[src/rtl/core/rhv_pkg.sv]
// shared constants, types and the logo table for the cartridge header checker
package rhv_pkg;

  localparam int COUNT_BITS_DEF = 24;
  localparam int SHOWN_BITS     = 24;
  localparam int OUT_W          = 96;
  localparam int LOGO_LEN       = 48;
  localparam int LOGO_IDX_W     = 6;

  localparam logic [15:0] LOGO_FIRST  = 16'h0104;
  localparam logic [15:0] LOGO_LAST   = 16'h0133;
  localparam logic [15:0] HDR_FIRST   = 16'h0134;
  localparam logic [15:0] HDR_LAST    = 16'h014C;
  localparam logic [15:0] HDR_SUM_AT  = 16'h014D;
  localparam logic [15:0] GLOB_HI_AT  = 16'h014E;
  localparam logic [15:0] GLOB_LO_AT  = 16'h014F;
  localparam logic [15:0] TYPE_AT     = 16'h0147;
  localparam logic [15:0] ROM_CODE_AT = 16'h0148;
  localparam logic [15:0] RAM_CODE_AT = 16'h0149;

  localparam logic [7:0]  ROM_CODE_MAX = 8'd8;
  localparam logic [7:0]  RAM_CODE_MAX = 8'd3;
  localparam logic [13:0] ROM_BASE_KIB = 14'd32;

  // per-byte decode handed from the address stage to the check stage
  typedef struct packed {
    logic in_logo;
    logic in_hdr;
    logic in_glob;
    logic cap_type;
    logic cap_rom;
    logic cap_ram;
    logic cap_hsum;
    logic cap_ghi;
    logic cap_glo;
    logic logo_seen;
    logic hsum_seen;
    logic complete;
    logic last;
  } rhv_ctl_t;

  function automatic logic [7:0] logo_byte(input logic [LOGO_IDX_W-1:0] idx);
    logic [7:0] b;
    case (idx)
      6'd0:  b = 8'hCE;  6'd1:  b = 8'hED;  6'd2:  b = 8'h66;  6'd3:  b = 8'h66;
      6'd4:  b = 8'hCC;  6'd5:  b = 8'h0D;  6'd6:  b = 8'h00;  6'd7:  b = 8'h0B;
      6'd8:  b = 8'h03;  6'd9:  b = 8'h73;  6'd10: b = 8'h00;  6'd11: b = 8'h83;
      6'd12: b = 8'h00;  6'd13: b = 8'h0C;  6'd14: b = 8'h00;  6'd15: b = 8'h0D;
      6'd16: b = 8'h00;  6'd17: b = 8'h08;  6'd18: b = 8'h11;  6'd19: b = 8'h1F;
      6'd20: b = 8'h88;  6'd21: b = 8'h89;  6'd22: b = 8'h00;  6'd23: b = 8'h0E;
      6'd24: b = 8'hDC;  6'd25: b = 8'hCC;  6'd26: b = 8'h6E;  6'd27: b = 8'hE6;
      6'd28: b = 8'hDD;  6'd29: b = 8'hDD;  6'd30: b = 8'hD9;  6'd31: b = 8'h99;
      6'd32: b = 8'hBB;  6'd33: b = 8'hBB;  6'd34: b = 8'h67;  6'd35: b = 8'h63;
      6'd36: b = 8'h6E;  6'd37: b = 8'h0E;  6'd38: b = 8'hEC;  6'd39: b = 8'hCC;
      6'd40: b = 8'hDD;  6'd41: b = 8'hDC;  6'd42: b = 8'h99;  6'd43: b = 8'h9F;
      6'd44: b = 8'hBB;  6'd45: b = 8'hB9;  6'd46: b = 8'h33;  6'd47: b = 8'h3E;
      default: b = 8'h00;
    endcase
    return b;
  endfunction

endpackage

[src/rtl/core/rhv_logo_rom.sv]
// logo reference rom, registered synchronous read
module rhv_logo_rom (
  input  logic                            clk,
  input  logic                            en,
  input  logic [rhv_pkg::LOGO_IDX_W-1:0]  idx,
  output logic [7:0]                      data
);

  logic [7:0] mem [rhv_pkg::LOGO_LEN];

  always_comb begin
    for (int i = 0; i < rhv_pkg::LOGO_LEN; i++) begin
      mem[i] = rhv_pkg::logo_byte(rhv_pkg::LOGO_IDX_W'(i));
    end
  end

  always_ff @(posedge clk) begin
    if (en) begin
      data <= (idx < rhv_pkg::LOGO_IDX_W'(rhv_pkg::LOGO_LEN)) ? mem[idx] : 8'h00;
    end
  end

endmodule

[src/rtl/core/rhv_front.sv]
// address stage: position counter, region decode and logo rom lookup
module rhv_front #(
  parameter int COUNT_BITS = rhv_pkg::COUNT_BITS_DEF
) (
  input  logic                   clk,
  input  logic                   rst,
  input  logic                   in_valid,
  input  logic [7:0]             in_byte,
  input  logic                   in_last,
  input  logic                   hold,
  output logic                   s1_valid,
  output logic [7:0]             s1_byte,
  output logic [COUNT_BITS-1:0]  s1_count,
  output rhv_pkg::rhv_ctl_t      s1_ctl,
  output logic [7:0]             logo_ref
);

  localparam logic [COUNT_BITS-1:0] CNT_MAX = '1;

  logic [COUNT_BITS-1:0] position;
  logic [COUNT_BITS-1:0] count_next;
  logic [COUNT_BITS-1:0] logo_off;
  logic                  accept;
  rhv_pkg::rhv_ctl_t     ctl;

  assign accept     = in_valid && !hold;
  assign count_next = (position != CNT_MAX) ? position + 1'b1 : position;
  assign logo_off   = position - COUNT_BITS'(rhv_pkg::LOGO_FIRST);

  always_comb begin
    ctl.in_logo   = position >= COUNT_BITS'(rhv_pkg::LOGO_FIRST) &&
                    position <= COUNT_BITS'(rhv_pkg::LOGO_LAST);
    ctl.in_hdr    = position >= COUNT_BITS'(rhv_pkg::HDR_FIRST) &&
                    position <= COUNT_BITS'(rhv_pkg::HDR_LAST);
    ctl.in_glob   = position != COUNT_BITS'(rhv_pkg::GLOB_HI_AT) &&
                    position != COUNT_BITS'(rhv_pkg::GLOB_LO_AT);
    ctl.cap_type  = position == COUNT_BITS'(rhv_pkg::TYPE_AT);
    ctl.cap_rom   = position == COUNT_BITS'(rhv_pkg::ROM_CODE_AT);
    ctl.cap_ram   = position == COUNT_BITS'(rhv_pkg::RAM_CODE_AT);
    ctl.cap_hsum  = position == COUNT_BITS'(rhv_pkg::HDR_SUM_AT);
    ctl.cap_ghi   = position == COUNT_BITS'(rhv_pkg::GLOB_HI_AT);
    ctl.cap_glo   = position == COUNT_BITS'(rhv_pkg::GLOB_LO_AT);
    ctl.logo_seen = position >= COUNT_BITS'(rhv_pkg::LOGO_LAST);
    ctl.hsum_seen = position >= COUNT_BITS'(rhv_pkg::HDR_SUM_AT);
    ctl.complete  = position >= COUNT_BITS'(rhv_pkg::GLOB_LO_AT);
    ctl.last      = in_last;
  end

  rhv_logo_rom u_rom (
    .clk  (clk),
    .en   (!hold),
    .idx  (logo_off[rhv_pkg::LOGO_IDX_W-1:0]),
    .data (logo_ref)
  );

  always_ff @(posedge clk) begin
    if (rst) begin
      position <= '0;
      s1_valid <= 1'b0;
    end else if (!hold) begin
      s1_valid <= in_valid;
      if (accept) begin
        // a new image starts from address zero after the marked byte
        position <= in_last ? '0 : count_next;
      end
    end
  end

  always_ff @(posedge clk) begin
    if (!hold) begin
      s1_byte  <= in_byte;
      s1_count <= count_next;
      s1_ctl   <= ctl;
    end
  end

endmodule

[src/rtl/core/rhv_check.sv]
// check stage: logo compare, checksums, field capture and the result register
module rhv_check #(
  parameter int COUNT_BITS = rhv_pkg::COUNT_BITS_DEF
) (
  input  logic                          clk,
  input  logic                          rst,
  input  logic                          s1_valid,
  input  logic [7:0]                    s1_byte,
  input  logic [COUNT_BITS-1:0]         s1_count,
  input  rhv_pkg::rhv_ctl_t             s1_ctl,
  input  logic [7:0]                    logo_ref,
  input  logic                          out_ready,
  output logic                          hold,
  output logic                          out_valid,
  output logic [rhv_pkg::OUT_W-1:0]     out_data
);

  localparam int WIDE = (COUNT_BITS > rhv_pkg::SHOWN_BITS) ? COUNT_BITS : rhv_pkg::SHOWN_BITS;
  localparam logic [rhv_pkg::SHOWN_BITS-1:0] SHOWN_MAX = '1;

  logic        logo_match, logo_match_next;
  logic [7:0]  header_acc, header_acc_next;
  logic [15:0] global_acc, global_acc_next;
  logic [7:0]  type_reg, type_reg_next;
  logic [7:0]  rom_code_reg, rom_code_reg_next;
  logic [7:0]  ram_code_reg, ram_code_reg_next;
  logic [7:0]  hdr_sum_reg, hdr_sum_reg_next;
  logic [15:0] glob_sum_reg, glob_sum_reg_next;

  logic        fire;
  logic        ram_ok;
  logic [13:0] rom_kib;
  logic [5:0]  ram_kib;
  logic [WIDE-1:0] count_w;
  logic [rhv_pkg::SHOWN_BITS-1:0] shown;
  logic [88:0] result;

  assign hold = s1_valid && s1_ctl.last && out_valid && !out_ready;
  assign fire = s1_valid && !hold;

  always_comb begin
    logo_match_next   = logo_match;
    header_acc_next   = header_acc;
    global_acc_next   = global_acc;
    type_reg_next     = type_reg;
    rom_code_reg_next = rom_code_reg;
    ram_code_reg_next = ram_code_reg;
    hdr_sum_reg_next  = hdr_sum_reg;
    glob_sum_reg_next = glob_sum_reg;
    if (s1_ctl.in_logo && s1_byte != logo_ref) begin
      logo_match_next = 1'b0;
    end
    if (s1_ctl.in_hdr) begin
      header_acc_next = header_acc - s1_byte - 8'd1;
    end
    if (s1_ctl.in_glob) begin
      global_acc_next = global_acc + {8'h00, s1_byte};
    end
    if (s1_ctl.cap_type) begin
      type_reg_next = s1_byte;
    end
    if (s1_ctl.cap_rom) begin
      rom_code_reg_next = s1_byte;
    end
    if (s1_ctl.cap_ram) begin
      ram_code_reg_next = s1_byte;
    end
    if (s1_ctl.cap_hsum) begin
      hdr_sum_reg_next = s1_byte;
    end
    if (s1_ctl.cap_ghi) begin
      glob_sum_reg_next[15:8] = s1_byte;
    end
    if (s1_ctl.cap_glo) begin
      glob_sum_reg_next[7:0] = s1_byte;
    end
  end

  always_comb begin
    rom_kib = (rom_code_reg_next <= rhv_pkg::ROM_CODE_MAX) ?
              (rhv_pkg::ROM_BASE_KIB << rom_code_reg_next[3:0]) : 14'd0;
    ram_ok  = ram_code_reg_next <= rhv_pkg::RAM_CODE_MAX;
    case (ram_code_reg_next[1:0])
      2'd0:    ram_kib = 6'd0;
      2'd1:    ram_kib = 6'd2;
      2'd2:    ram_kib = 6'd8;
      2'd3:    ram_kib = 6'd32;
      default: ram_kib = 6'd0;
    endcase
    if (!ram_ok) begin
      ram_kib = 6'd0;
    end
    count_w = WIDE'(s1_count);
    shown   = (count_w > WIDE'(SHOWN_MAX)) ? SHOWN_MAX : count_w[rhv_pkg::SHOWN_BITS-1:0];
    result  = {shown,
               glob_sum_reg_next,
               hdr_sum_reg_next,
               ram_ok,
               ram_kib,
               rom_kib,
               rom_code_reg_next,
               type_reg_next,
               s1_ctl.complete,
               s1_ctl.complete && global_acc_next == glob_sum_reg_next,
               s1_ctl.hsum_seen && header_acc_next == hdr_sum_reg_next,
               s1_ctl.logo_seen && logo_match_next};
  end

  always_ff @(posedge clk) begin
    if (rst) begin
      logo_match   <= 1'b1;
      header_acc   <= '0;
      global_acc   <= '0;
      type_reg     <= '0;
      rom_code_reg <= '0;
      ram_code_reg <= '0;
      hdr_sum_reg  <= '0;
      glob_sum_reg <= '0;
    end else if (fire) begin
      if (s1_ctl.last) begin
        // image done, start clean for the next one
        logo_match   <= 1'b1;
        header_acc   <= '0;
        global_acc   <= '0;
        type_reg     <= '0;
        rom_code_reg <= '0;
        ram_code_reg <= '0;
        hdr_sum_reg  <= '0;
        glob_sum_reg <= '0;
      end else begin
        logo_match   <= logo_match_next;
        header_acc   <= header_acc_next;
        global_acc   <= global_acc_next;
        type_reg     <= type_reg_next;
        rom_code_reg <= rom_code_reg_next;
        ram_code_reg <= ram_code_reg_next;
        hdr_sum_reg  <= hdr_sum_reg_next;
        glob_sum_reg <= glob_sum_reg_next;
      end
    end
  end

  always_ff @(posedge clk) begin
    if (rst) begin
      out_valid <= 1'b0;
    end else if (fire && s1_ctl.last) begin
      out_valid <= 1'b1;
    end else if (out_ready) begin
      out_valid <= 1'b0;
    end
  end

  always_ff @(posedge clk) begin
    if (fire && s1_ctl.last) begin
      out_data <= rhv_pkg::OUT_W'(result);
    end
  end

endmodule

[src/rtl/core/rom_header_validator.sv]
// top level of the streaming cartridge header checker
// Takes one image byte per cycle on s_axis, addresses counted from zero, and
// gives one registered result request on m_axis for the byte flagged by
// tlast. The sustained rate is one byte per clock: an address stage decodes
// the position and reads the logo rom, a check stage updates the checksums
// and captured fields, and the result register lets the next image stream in
// while a result waits. The input stalls only when a second last byte meets a
// result that has not been taken. No clearing pass is needed after reset.
module rom_header_validator #(
  parameter int COUNT_BITS = rhv_pkg::COUNT_BITS_DEF
) (
  input  logic                       clk,
  input  logic                       rst,
  input  logic                       s_axis_tvalid,
  output logic                       s_axis_tready,
  input  logic [7:0]                 s_axis_tdata,  // [7:0] rom_byte
  input  logic                       s_axis_tlast,
  output logic                       m_axis_tvalid,
  input  logic                       m_axis_tready,
  // [0] logo_ok, [1] header_sum_ok, [2] global_sum_ok, [3] header_complete,
  // [11:4] cart_type, [19:12] rom_size_code, [33:20] rom_size_kib,
  // [39:34] ram_size_kib, [40] ram_code_valid, [48:41] stored_header_sum,
  // [64:49] stored_global_sum, [88:65] byte_count, [95:89] zero
  output logic [rhv_pkg::OUT_W-1:0]  m_axis_tdata
);

  logic                  hold;
  logic                  s1_valid;
  logic [7:0]            s1_byte;
  logic [COUNT_BITS-1:0] s1_count;
  rhv_pkg::rhv_ctl_t     s1_ctl;
  logic [7:0]            logo_ref;

  assign s_axis_tready = !hold;

  rhv_front #(.COUNT_BITS(COUNT_BITS)) u_front (
    .clk      (clk),
    .rst      (rst),
    .in_valid (s_axis_tvalid),
    .in_byte  (s_axis_tdata),
    .in_last  (s_axis_tlast),
    .hold     (hold),
    .s1_valid (s1_valid),
    .s1_byte  (s1_byte),
    .s1_count (s1_count),
    .s1_ctl   (s1_ctl),
    .logo_ref (logo_ref)
  );

  rhv_check #(.COUNT_BITS(COUNT_BITS)) u_check (
    .clk       (clk),
    .rst       (rst),
    .s1_valid  (s1_valid),
    .s1_byte   (s1_byte),
    .s1_count  (s1_count),
    .s1_ctl    (s1_ctl),
    .logo_ref  (logo_ref),
    .out_ready (m_axis_tready),
    .hold      (hold),
    .out_valid (m_axis_tvalid),
    .out_data  (m_axis_tdata)
  );

endmodule

[config.mk]
export PLATFORM = sky130hd
export DESIGN_NAME = rom_header_validator
export DESIGN_NICKNAME = d
export VERILOG_FILES = /design/src/rtl/core/rhv_pkg.sv /design/src/rtl/core/rhv_logo_rom.sv /design/src/rtl/core/rhv_front.sv /design/src/rtl/core/rhv_check.sv /design/src/rtl/core/rom_header_validator.sv
export SDC_FILE = /design/constraint.sdc
export NUM_CORES = 1
export LEC_CHECK = 0
export ABC_CLOCK_PERIOD_IN_PS = 10800
export BUFFER_PORTS_ARGS = -buffer_cell sky130_fd_sc_hd__buf_2
export CORE_AREA = 2 2 146 148
export CTS_BUF_LIST = sky130_fd_sc_hd__clkbuf_4 sky130_fd_sc_hd__clkbuf_8
export DETAILED_ROUTE_END_ITERATION = 8
export DIE_AREA = 0 0 148 150
export PLACE_DENSITY = 0.83
export SLEW_MARGIN = 5
export SYNTH_ARGS = -nofsm -noshare
export SYNTH_HDL_FRONTEND = slang
export SYNTH_SLANG_ARGS = --single-unit
[constraint.sdc]
create_clock -name clk -period 10.8 [get_ports clk]
set_input_delay 0.54 -clock clk [delete_from_list [all_inputs] [get_ports clk]]
set_output_delay 0.54 -clock clk [all_outputs]
set_load 0.02 [all_outputs]
# [Word level (Yosys, flattened, before mapping)]
# Memory sizes are Yosys's and may differ from the RTL's. A register that Yosys moved wholly into a read port is not among the register bits.
# Cells that the tools add are included.
[word_totals] regBits=233 romBits=512 input_bits=13 elab_cells=107 n_memories=1
[memory_table] name="(no name shown)" words=64 word_bits=8 rd=1 rd_clocked_by_memory_dff=1 write_ports=0 line="rhv_logo_rom.sv:19" rtl="data <= (idx < rhv_pkg::LOGO_IDX_W'(rhv_pkg::LOGO_LEN)) ? mem[idx] : 8'h00;"
[classes] addsub=5 n_lt_le_gt_ge=11 n_eq_ne=15 n_shift=1 mux=22 bitwise_logic=2 reduce_logical=20
[ops] cell="$eq A24 B9 Y1 const B" count=6
[ops] cell="$ge A24 B9 Y1 const B" count=5
[ops] cell="$mux W8" count=12
[ops] cell="$le A24 B9 Y1 const B" count=2
[ops] cell="$mux W16" count=3
[ops] cell="$mux W24" count=2
[ops] cell="$ne A24 B9 Y1 const B" count=2
[ops] cell="$add A24 B1 Y24 const B" count=1
[ops] cell="$gt A24 B24 Y1 const B" count=1
[ops] cell="$ne A24 B24 Y1 const B" count=1
[ops] cell="$pmux W6 S4" count=1
[ops] cell="$add A16 B8 Y16" count=1
[ops] cell="$eq A16 B16 Y1" count=1
[ops] cell="$shl A6 B4 Y14 const A" count=1
[ops] cell="$logic_and A1 B1 Y1" count=13
[ops] cell="$eq A8 B8 Y1" count=1
[ops] cell="$le A8 B2 Y1 const B" count=1
[ops] cell="$le A8 B4 Y1 const B" count=1
[ops] cell="$ne A8 B8 Y1" count=1
[ops] cell="$sub A8 B1 Y8 const B" count=1
[ops] cell="$sub A8 B8 Y8" count=1
[ops] cell="$not A6 Y7" count=1
[ops] cell="$lt A6 B6 Y1 const B" count=1
[ops] cell="$sub A6 B3 Y6 const B" count=1
[ops] cell="8 further kinds" count=15

# [Longest topological paths before layout]
# Gate-level depths: netlist (run 1).
[logic_depth] ltp_word=7 ltp_mapped=12 ltp_nobuf=11

# [Hierarchy]
# From an unflattened synthesis (run 1), not the netlist that was laid out.
[unflattened] cells_unflattened=1236 hier_area_um2=12137.9
[modules_own_cells] mod="rhv_check" instances=1 cells_per_inst=798 area_per_inst_um2=7802.5 seq_area_each_um2=3913.8
[modules_own_cells] mod="rhv_front" instances=1 cells_per_inst=334 area_per_inst_um2=3504.6 seq_area_each_um2=1851.8
[modules_own_cells] mod="rhv_logo_rom" instances=1 cells_per_inst=103 area_per_inst_um2=827.0 seq_area_each_um2=240.2
[modules_own_cells] mod="rom_header_validator" instances=1 cells_per_inst=1 area_per_inst_um2=3.8 seq_area_each_um2=0.0

# [Worst setup path after synthesis (run 1)]
# OpenSTA, ideal clock, no wires.
[synth_path] path_type="input to register" startpoint="input port m_axis_tready" endpoint="register u_check.out_data[0] in the netlist's numbering (enable)" setup_time_ps=532 arrival_ps=4294 setup_slack_ps=5974 cell_stages=2 cell_sequence="nand2b_1 > nor2b_1"
[synth_between] elab_chain_len=5
[synth_lines] element="start, declared" line="rom_header_validator.sv:19" rtl="input logic m_axis_tready,"
[synth_lines] element="$logic_not A1 Y1" line="rhv_check.sv:38" rtl="assign hold = s1_valid && s1_ctl.last && out_valid && !out_ready;"
[synth_lines] element="$logic_and A1 B1 Y1" line="rhv_check.sv:38"
[synth_lines] element="$logic_not A1 Y1" line="rhv_check.sv:39" rtl="assign fire = s1_valid && !hold;"
[synth_lines] element="$logic_and A1 B1 Y1" line="rhv_check.sv:39"
[synth_lines] element="$logic_and A1 B1 Y1" line="rhv_check.sv:154" rtl="if (fire && s1_ctl.last) begin"
[synth_lines] element="end signal, assigned" line="rhv_check.sv:155" rtl="out_data <= rhv_pkg::OUT_W'(result);"
[synth_lines] element="end, declared" line="rhv_check.sv:15" rtl="output logic [rhv_pkg::OUT_W-1:0] out_data"
# No other way between the ends.
# A chain may end at the register's enable or synchronous reset.

# [Worst setup path in the final report (run 1)]
[layout_path] startpoint="register u_front.s1_ctl[0] (netlist name)" endpoint="register u_check.ram_code_reg[3]"
[layout_between] elab_chain_len=5 word_cells_on_any_way=6 classes_between="1 x mux; 5 x reduce/logical"
[layout_lines] element="$logic_and A1 B1 Y1 (3 in a row)" line="rhv_check.sv:38"
[layout_lines] element="$logic_not A1 Y1" line="rhv_check.sv:39"
[layout_lines] element="$logic_and A1 B1 Y1" line="rhv_check.sv:39"
[layout_lines] element="end signal, assigned" line="rhv_check.sv:136" rtl="ram_code_reg <= ram_code_reg_next;"
[layout_lines] element="end, declared" line="rhv_check.sv:26" rtl="logic [7:0] ram_code_reg, ram_code_reg_next;"
# Several ways; a longest one is shown, not always the timed one.

==> metrics, run 1 <==
drt pass-1 iters=6; post-cts sizing count=0; vias in the first global route=8,454; Post-CTS Hold Buffers=0; Die Wd=148 um; Crit. End Element=register; slew margin rel.=0.267; startpoint types=register; GRT overflow=0; Tmin final=3740 ps; final wirelength=26,400 um; Area Overhead vs Synth=9.99%; Post-DP Area=0.0124 mm2; Seq cells post-synth=233; max layer used=met4; share of the synthesized area in the top cell type=0.334; Seq/Total Area, Yosys=0.498; cell count after synthesis=1,221; Die Height=150 um; met3 routed WL=1540 um; commonest register cell after synthesis=edfxtp_1; ranking of synthesized cells by area=edfxtp_1, dfxtp_1, a21oi_1; antenna violations before repair=0; Biggest register=u_check.out_data; Switching Fraction=0.227; final setup margin=7060 ps; starting density of the core=0.582; max cap viols=0; most frequent cells in the layout=edfxtp_1, nor2_1, a21oi_1, dfxtp_1, buf_2; post-route cell area=0.0133 mm2; DR vias/cell=5.86; Max Clock Freq=0.268 GHz; Reg2Reg Setup Slack=7060 ps; met2 WL=12,700 um; global-route wire length before repair=42,400 um; Setup TNS Final=0 ps; M1 wire length=11,200 um; crit path DAT=4100 ps; final setup violation count=0; Num CTS Buffers=38; Nets=1,302; final total power=1.89 mW; Cell Pwr Density=143 mW/mm2; Post-Syn Area per Cell=9.87 um2; power share of the combinational group=0.057; EDFF count, synth=134; Post-Syn Area=0.0120 mm2; # Post-CTS Setup Buffers=0; drt drc=0; most common cell after layout, fill and taps aside=edfxtp_1; Largest register FFs=81; HP Class=in2reg; RSZ-0062 raised after global routing=no; layout cell share with drive strength beyond 1=0.153; Slew Limit Fails=0; Worst-Margin Slew=1100 ps; Worst VDD drop=0.0966 mV; clock skew=34.8 ps; final-report hold violation count=0; CTS Buffer Depth=3; clock power share=0.436; Pint=1.46 mW; share of power burned in registers=0.507; clock sinks=233; H-tree levels=2; I/O pin total=111; required time of the critical path=11,160 ps; NetSw=0.429 mW; Lkg Pwr=5.23 nW; Cell Rows=53; root buf cell=clkbuf_8; Port Buf Inserts=95; DRT antenna net count=0; Async SR Flop Fraction=0; Yosys top cell by area=edfxtp_1; initial DRC count=757; routability cong.=0.887; CORE AREA=0.0207 mm2; synth unique cells=80; DR vias=9,128; Worst Setup Path Type=reg2reg; largest net degree at the start of global routing=102; Final Cycle Share=0.346; status=finished clean; clk slew on worst S/H paths=70 ps; Synth Warn #=0; routed length per placed instance=16.9 um; pre-CTS setup slack=7100 ps; worst-path fanout max=92; DIE AREA=0.0222 mm2; Largest regs=u_check.out_data x81, u_front.position x24, u_front.s1_count x24; hpwl dp=17,000 um; GR Util All Layers=0.236; clk_lat worst skew=540 ps; antenna diode count=0; CTS tree=yes
logic make-up after synthesis:
group | after synthesis | share of synthesized area
XOR/XNOR | 67 | 0.0493
AND/OR/NAND/NOR | 379 | 0.161
other | 1 | 0.000311
AO/OA/AOI/OAI | 273 | 0.143
adder cells (fa/ha/maj) | 34 | 0.0366
flip-flops | 233 | 0.498
multiplexers | 52 | 0.0457
buffers and inverters | 182 | 0.0656
per-stage QoR:
stage / cells / hold WS [ps] / util
final: 1559 / 208 / 0.641
after global routing: 1559 / 193 / 0.641
after CTS: 1559 / 179 / 0.641
after detailed placement: 1490 / 405 / 0.600
after global placement: 1490 / 406 / 0.600
after floorplan: 1235 / 420 / -
final timing paths:
check	startpoint	end	cells after the start
worst max-delay path	u_front.s1_ctl[0]$_DFFE_PN_	u_check.ram_code_reg[3]$_SDFFE_PP0P_	10
worst min-delay path	s_axis_tdata[4]	u_front.s1_byte[4]$_DFFE_PN_	1
worst max register to register	u_front.s1_ctl[0]$_DFFE_PN_	u_check.ram_code_reg[3]$_SDFFE_PP0P_	10
worst min register to register	u_front.s1_count[4]$_DFFE_PN_	u_check.out_data[69]$_SDFFCE_PN1P_	0
power groups by stage:
| stage | clock network [mW] | logic, mW | registers, mW |
|---|---|---|---|
| after detailed placement | 0 | 0.106 | 0.977 |
| after global routing | 0.878 | 0.117 | 0.959 |
| after global placement | 0 | 0.105 | 0.977 |
| final | 0.825 | 0.107 | 0.958 |
| after CTS | 0.840 | 0.106 | 0.958 |
| after floorplan | 0 | 0.0802 | 0.978 |
Yosys cell counts, types with 9 or more instances:
master    instances
and4_1            9
inv_1            58
nand2_1          71
and3_1           15
nor2b_1          23
ha_1             32
nor2_1          117
mux2i_1          39
xor2_1           14
o21ai_0          57
a21o_1            9
nand3_1          12
nor4_1           10
edfxtp_1        134
mux2_2           11
nor3_1           47
a21oi_1         105
or3_1            15
buf_2            14
a22oi_1          16
a31oi_1          19
clkbuf_1         81
dfxtp_1          99
nand3b_1         18
xnor2_1          52
buf_4            20
routing by layer:
| metal | vias to the layer above | GRT usage |
|---|---|---|
| li1 | 4398 | - |
| met1 | 4363 | 0.307 |
| met2 | 296 | 0.395 |
| met3 | 71 | 0.0360 |
| met4 | 0 | 0.100 |
| met5 | - | 0 |
worst max-delay path, stage by stage, from the launching register on:
cell and delay (ps):
edfxtp_1 320, buf_4 550, nand2_1 260, or2_2 330, buf_4 360, nand2_2 270
buf_4 700, nor2_1 150, and2_1 300, a22oi_1 210, nor2_1 60
area by class of cell:
class	instances	area, um2
Fill cell	1639	7440
Sequential cell	233	6010
Multi-Input combinational cell	820	5320
Clock buffer	54	687
Timing Repair Buffer	103	536
Tap cell	275	344
Inverter	59	221
Clock inverter	15	144
Note: power is estimated with default switching activity, not from simulation.
==> run 2, diff against run 1 <==
--- a/config.mk
+++ b/config.mk
@@ -5,13 +5,13 @@
 export SDC_FILE = /design/constraint.sdc
 export NUM_CORES = 1
 export LEC_CHECK = 0
-export ABC_CLOCK_PERIOD_IN_PS = 10800
+export ABC_CLOCK_PERIOD_IN_PS = 3100
 export BUFFER_PORTS_ARGS = -buffer_cell sky130_fd_sc_hd__buf_2
-export CORE_AREA = 2 2 146 148
+export CORE_AREA = 2 2 150 152
 export CTS_BUF_LIST = sky130_fd_sc_hd__clkbuf_4 sky130_fd_sc_hd__clkbuf_8
 export DETAILED_ROUTE_END_ITERATION = 8
-export DIE_AREA = 0 0 148 150
-export PLACE_DENSITY = 0.83
+export DIE_AREA = 0 0 152 154
+export PLACE_DENSITY = 0.82
 export SLEW_MARGIN = 5
 export SYNTH_ARGS = -nofsm -noshare
 export SYNTH_HDL_FRONTEND = slang
==> constraint.sdc (replaced) <==
create_clock -name clk -period 3.1 [get_ports clk]
set_input_delay 0.155 -clock clk [delete_from_list [all_inputs] [get_ports clk]]
set_output_delay 0.155 -clock clk [all_outputs]
set_load 0.02 [all_outputs]
==> metrics, run 2 (synthesis gave the netlist of run 1 again) <==
status=finished clean; CTS tree=yes; share of power burned in registers=0.496; Die Height=154 um; Biggest register=u_check.out_data; antenna violations before repair=0; CP Cell Sequence=ha_1, inv_1, fa_1, and2b_1, o211ai_1, a221oi_2, nor2_1, or4b_1, a21o_1, a21oi_1; DR vias=9,361; clk slew on worst S/H paths=60 ps; worst-path fanout max=5; Finished Core Util=0.629; clock sinks=233; final-report hold violation count=0; Crit Reg-Reg Endpoint=u_check.global_acc[14]$_SDFFE_PP0P_; Largest register FFs=81; I/O pin total=111; Pint=5.13 mW; Worst VDD drop=0.420 mV; antenna diode count=0; startpoint types=register; CTS Buffer Depth=3; most frequent cells in the layout=edfxtp_1, nor2_1, a21oi_1, dfxtp_1, buf_2; Area Overhead vs Synth=13.2%; slowest stage delay, CP=530 ps; required time of the critical path=3570 ps; DIE AREA=0.0234 mm2; Switching Fraction=0.231; Buf+Inv Stages, Crit Path=1; HP Start=rst; Cell Rows=54; drt drc=0; Port Buf Inserts=95; largest net degree at the start of global routing=66; Lkg Pwr=5.45 nW; Tmin final=2910 ps; H-tree levels=2; worst r2r src=u_check.global_acc[0]$_SDFFE_PP0P_; Worst Hold End=u_front.position[3]$_SDFFE_PP0P_; global-route wire length before repair=44,700 um; GRT overflow=0; Final Cycle Share=0.939; CP top delay family=simple AND/OR/NAND/NOR gates; most common cell after layout, fill and taps aside=edfxtp_1; Crit path depth=10; CORE AREA=0.0217 mm2; Largest regs=u_check.out_data x81, u_front.position x24, u_front.s1_count x24; clock skew=35.8 ps; final setup violation count=0; Num CTS Buffers=40; initial DRC count=695; routed length per placed instance=17.3 um; RSZ-0062 raised after global routing=no; root buf cell=clkbuf_8; routability cong.=0.858; clock power share=0.439; starting density of the core=0.556; Setup TNS Final=0 ps; power share of the combinational group=0.065; NetSw=1.54 mW; clk_lat worst skew=550 ps; DRT antenna net count=0; DR vias/cell=5.81; Worst Setup Path Type=reg2reg; Crit. End Element=register; max cap viols=0; Slowest cell on crit path=or4b_1; HP Class=in2reg; vias in the first global route=8,772; Die Wd=152 um; final wirelength=27,800 um; slew margin rel.=0.464; Reg2Reg Setup Slack=190 ps; Max Clock Freq=0.344 GHz; # Post-CTS Setup Buffers=0; Nets=1,345; Hold Path Depth=2; Cell Pwr Density=489 mW/mm2; Worst Reg-to-Reg Cells=10; Slew Limit Fails=0; Worst-Margin Slew=804 ps; drt pass-1 iters=5; GR Util All Layers=0.232; crit path DAT=3380 ps; hpwl dp=18,300 um; layout cell share with drive strength beyond 1=0.174
run 2: cell types whose count changed in the layout (fill, tap and decap cells not counted), sizes merged:
cell and change:
clkinv +3, clkinvlp -1, dlygate4sd3 +10, clkbuf +3, buf +31
run 2: metal layers:
| metal | GRT usage | share of wire | vias to the layer above |
|---|---|---|---|
| li1 | - | - | 4500 |
| met1 | 0.298 | 0.42 | 4471 |
| met2 | 0.389 | 0.48 | 331 |
| met3 | 0.0507 | 0.068 | 59 |
| met4 | 0.0792 | 0.026 | 0 |
| met5 | 0 | 0 | - |
run 2: worst max-delay path by stage:
stage                                             startpoint                             endpoint  slack [ps]
after global routing            u_front.s1_byte[1]$_DFFE_PN_        u_check.out_data[2]$_DFFE_PP_          50
after CTS                 u_check.global_acc[0]$_SDFFE_PP0P_  u_check.global_acc[14]$_SDFFE_PP0P_         260
after detailed placement  u_check.global_acc[0]$_SDFFE_PP0P_  u_check.global_acc[14]$_SDFFE_PP0P_         250
after floorplan                 u_front.s1_byte[1]$_DFFE_PN_  u_check.global_acc[14]$_SDFFE_PP0P_         210
final                     u_check.global_acc[0]$_SDFFE_PP0P_  u_check.global_acc[14]$_SDFFE_PP0P_         190
after global placement          u_front.s1_byte[0]$_DFFE_PN_  u_check.global_acc[14]$_SDFFE_PP0P_         320
run 2: what timing repair did:
item | in CTS | in global routing
hold endpoints to repair | 10 | 0
gates resized for setup | 0 | 0
hold buffers | 10 | 0
run 2: cell type report:
type	instances	area, um2
fill	1735	8050
sequential	233	6010
multi-input combinational	820	5320
timing repair buffer	144	893
clock buffer	57	691
tap	280	350
inverter	59	221
clock inverter	17	164
run 2: worst reg2reg max path: cells and delay by family (launching register included):
kind	cells	cell delay, ps
AOI/OAI and AO/OA	4	900
adders and majority gates	2	600
buffers and inverters	1	60
DFF	1	350
and+or+nand+nor	3	960
run 2: stage by stage:
stage               instance area [um2]  power (mW)  cells  setup slack (ps)  hold WS, ps
floorplan                         12100        3.68   1235               211          254
global placement                  12700        3.79   1526               321          334
detailed placement                12700        3.79   1526               251          334
CTS                               13600        6.71   1610               258         59.5
global route                      13600        6.91   1610              51.7         77.3
finish                            13600        6.67   1610               190         96.8
run 2: power groups by stage:
stage / Clock [mW] / Sequential, mW / Combinational (mW)
floorplan: 0 / 3.40 / 0.280
global placement: 0 / 3.38 / 0.411
detailed placement: 0 / 3.38 / 0.417
CTS: 2.97 / 3.31 / 0.428
global route: 3.12 / 3.31 / 0.468
finish: 2.93 / 3.31 / 0.431
